==> config.mk <==
export PLATFORM = sky130hd
export DESIGN_NAME = frnf_ram
export DESIGN_NICKNAME = d
export VERILOG_FILES = /design/src/hdl/frnf_ram.sv
export SDC_FILE = /design/constraint.sdc
export NUM_CORES = 1
export LEC_CHECK = 0
export BUFFER_PORTS_ARGS = -buffer_cell sky130_fd_sc_hd__buf_2
export CORE_ASPECT_RATIO = 1.75
export CORE_UTILIZATION = 44
export DETAILED_ROUTE_END_ITERATION = 12
export PLACE_DENSITY_LB_ADDON = 0.3
export SYNTH_ARGS = -nofsm -noshare
export SYNTH_HDL_FRONTEND = slang
export SYNTH_SLANG_ARGS = --single-unit
==> constraint.sdc <==
create_clock -name clk -period 1.9 [get_ports clk]
set_input_delay 0.19 -clock clk [delete_from_list [all_inputs] [get_ports clk]]
set_output_delay 0.19 -clock clk [all_outputs]
set_load 0.02 [all_outputs]
==> src/hdl/frnf_ram.sv <==
module frnf_ram #(
  parameter int Width = 8,
  parameter int Depth = 64
) (
  input  logic                     clk,
  input  logic                     we,
  input  logic [$clog2(Depth)-1:0] waddr,
  input  logic [Width-1:0]         wdata,
  input  logic [$clog2(Depth)-1:0] raddr,
  output logic [Width-1:0]         rdata
);

  logic [Width-1:0] mem [Depth];

  always_ff @(posedge clk) begin
    if (we) begin
      mem[waddr] <= wdata;
    end
    rdata <= mem[raddr];
  end

endmodule

==> flow_metrics.tcl <==
set metrics [dict create \
    synth_async_sr_flop_share 0 \
    slew_headroom 0.2145 \
    dp_hpwl_um 31790 \
    cts.clk_slew.worst_paths_ns 0.07 \
    ys.flop_type "edfxtp_1" \
    finalCritPeriodShare 0.9987 \
    final_cell_mix "512 x edfxtp_1, 145 x buf_4, 126 x mux4_2" \
    power.internal_w 0.01827 \
    drive_above_1_share 0.3497 \
    pwr-share-clk 0.388 \
    irDropWorstVdd_v 0.0006078 \
    yosysUniqueCellTypes 40 \
    crit_path_cell_trace "mux4_2, mux2_4, o221a_2, nor3_4, o32ai_1" \
    drcViolationCount 0 \
    die-area_mm2 0.04673 \
    grtUsageTotal 0.2070 \
    coreArea_mm2 0.04511 \
    die_height_um 285.2 \
    fin_worst_skew_ns 0.01486 \
    grt_pass1_wl_um 68390 \
    clockBufferDepth 3 \
    period_needed_ns 1.898 \
    synth_seq_cells 520 \
    grt_pass1_vias 10452 \
    endpoint_kind "flop" \
    synth_nets 962 \
    grt_max_degree 65 \
    cts_tree "built" \
    fill_cells 3545 \
    drv_cap 0 \
    required_ns 2.32 \
    worst_slew_pin_slew_ns 1.178 \
    seq_area_frac_synth 0.7703 \
    hold_violations 0 \
    cts.sinks 520 \
    fin_util 0.5240 \
    p_sw_frac 0.2065 \
    die_width_um 163.8 \
    start_util 0.4471 \
    multiInputGateArea_mm2 0.004383 \
    hold_path_class "input port to flop" \
    p_seq_frac 0.552 \
    path_class "flop to flop" \
    yosys_warnings 0 \
    vias 9843 \
    seq_area_mm2 0.01553 \
    cp_max_fo 1 \
    syn_area_mm2 0.02017 \
    p_leak_nw 7.694 \
    wirelength_um 46530 \
    fmax_mhz 527.0 \
    fin_nets 1146 \
    numPortBuffers 29 \
    diodes 0 \
    syn_area_per_cell_um2 21.45 \
    cts_buffers 43 \
    wire_per_inst_um 26.82 \
    slew_viol_final 0 \
    finalSetupViolCount 0 \
    post-place-cells 1655 \
    cpPeakStageDelay_ns 0.48 \
    rsz0062_at_grt "true" \
    num_rows 103 \
    place_congestion 0.8070 \
    cts_root_buffer "clkbuf_16" \
    synth_edf_count 512 \
    cp-start-kind "flop" \
    status "finished clean" \
    ioPinCount 30 \
    syn_to_final_growth_pct 17.20 \
    pwr-share-comb 0.060 \
    drt_iter0_markers 663 \
    synth_cells 940 \
    netSwitchingPower_w 0.004755 \
    antenna_found_initial 0 \
    crit_slowest_cell "mux4_2" \
    finalSetupTns_ns 0 \
    dr.pass1.iters 5 \
    powerDensity_mw_per_mm2 974.2 \
    final_common_cell "edfxtp_1" \
    post_cts_buffers 0 \
    avgViaCountPerCell 5.673 \
    htreeDepth 2 \
    arrival_ns 2.32 \
    drt.antenna.violating_nets 0 \
    clock_latency_ns 0.55 \
    grt-ovfl-total 0 \
    fin_cells 1735 \
]
[power by group through the flow]
stage / Clock [W] / Sequential, W / Combinational [W]
global placement: 0 / 0.0130 / 0.00136
CTS: 0.00906 / 0.0127 / 0.00139
finish: 0.00893 / 0.0127 / 0.00138
floorplan: 0 / 0.0130 / 0.000677
detailed placement: 0 / 0.0130 / 0.00137
global route: 0.00947 / 0.0127 / 0.00146
[layer usage]
metal	vias to the layer above	wire, µm	track usage
li1	4286	-	-
met1	5201	16530	0.2340
met2	265	26390	0.3905
met3	91	1849	0.02371
met4	0	1757	0.08148
met5	-	0	0
[kinds of logic (layout without fill, tap and decap cells)]
kind of cell,Yosys count,after routing,synth area share
AO/OA/AOI/OAI,54,54,0.02072
AND/OR/NAND/NOR,153,153,0.03387
flip-flops,520,520,0.7703
buffers and inverters,51,269,0.01570
multiplexers,162,162,0.1594
[sequential cells by signal (all words and copies together), names as in the netlist]
register and count:
mem 512, rdata 8
[per-stage QoR]
stage | power, W | hold WS [ns] | instance area [µm²] | worst slack, ns
3_3_place_gp | 0.01433 | 0.5327 | 22150 | -0.4326
4_1_cts | 0.02317 | 0.09224 | 23610 | 0.002076
2_1_floorplan | 0.01366 | 0.2889 | 20170 | 0.04228
6_report | 0.02303 | 0.09872 | 23640 | 0.002408
3_5_place_dp | 0.01435 | 0.5344 | 22150 | -0.4478
5_1_grt | 0.02365 | 0.1060 | 23640 | -0.03522
[repair_timing]
item | in CTS | in global routing
hold buffers | 1 | 0
gates resized for setup | 8 | 5
endpoints found under the setup margin | 5 | 4
pin swaps | 2 | 0
hold endpoints to repair | 4 | 0
[path summary, 6_finish.rpt]
check        cells past startpoint  startpoint         end  slack, ns
min reg2reg                      3  mem[31][6]    rdata[6]       0.80
max                              5  mem[21][4]    rdata[4]      0.002
max reg2reg                      5  mem[21][4]    rdata[4]      0.002
min                              1    wdata[2]  mem[41][2]        0.1
[synth_stat cells, types with 4 or more instances]
master,number,share of area
a211oi_1,4,0.0015
a221oi_1,6,0.0026
buf_1,4,0.00074
buf_2,11,0.0027
buf_4,13,0.0048
buf_6,4,0.0022
clkbuf_1,17,0.0032
dfxtp_1,8,0.0079
edfxtp_1,512,0.76
mux2_2,13,0.0073
mux2i_1,23,0.011
mux4_2,126,0.14
nand2_1,19,0.0035
nand2b_1,7,0.0022
nand3_1,13,0.0032
nor2_1,83,0.015
nor2b_1,14,0.0043
nor3_1,7,0.0017
o221ai_1,8,0.0035
o22ai_1,8,0.0025
[cell type report]
class	instances	area share
tap	577	0.03054
timing repair buffer	190	0.06696
sequential	520	0.6572
multi-input combinational	369	0.1854
clock buffer	55	0.05050
clock inverter	24	0.009317
[worst max-delay path, delay by kind of cell (launching register included)]
kind,cells,cell delay (ns)
mux,2,0.80
compound gates,2,0.43
flops,1,0.36
simple gates,1,0.18
No activity file was read; power rests on OpenSTA's default activity.
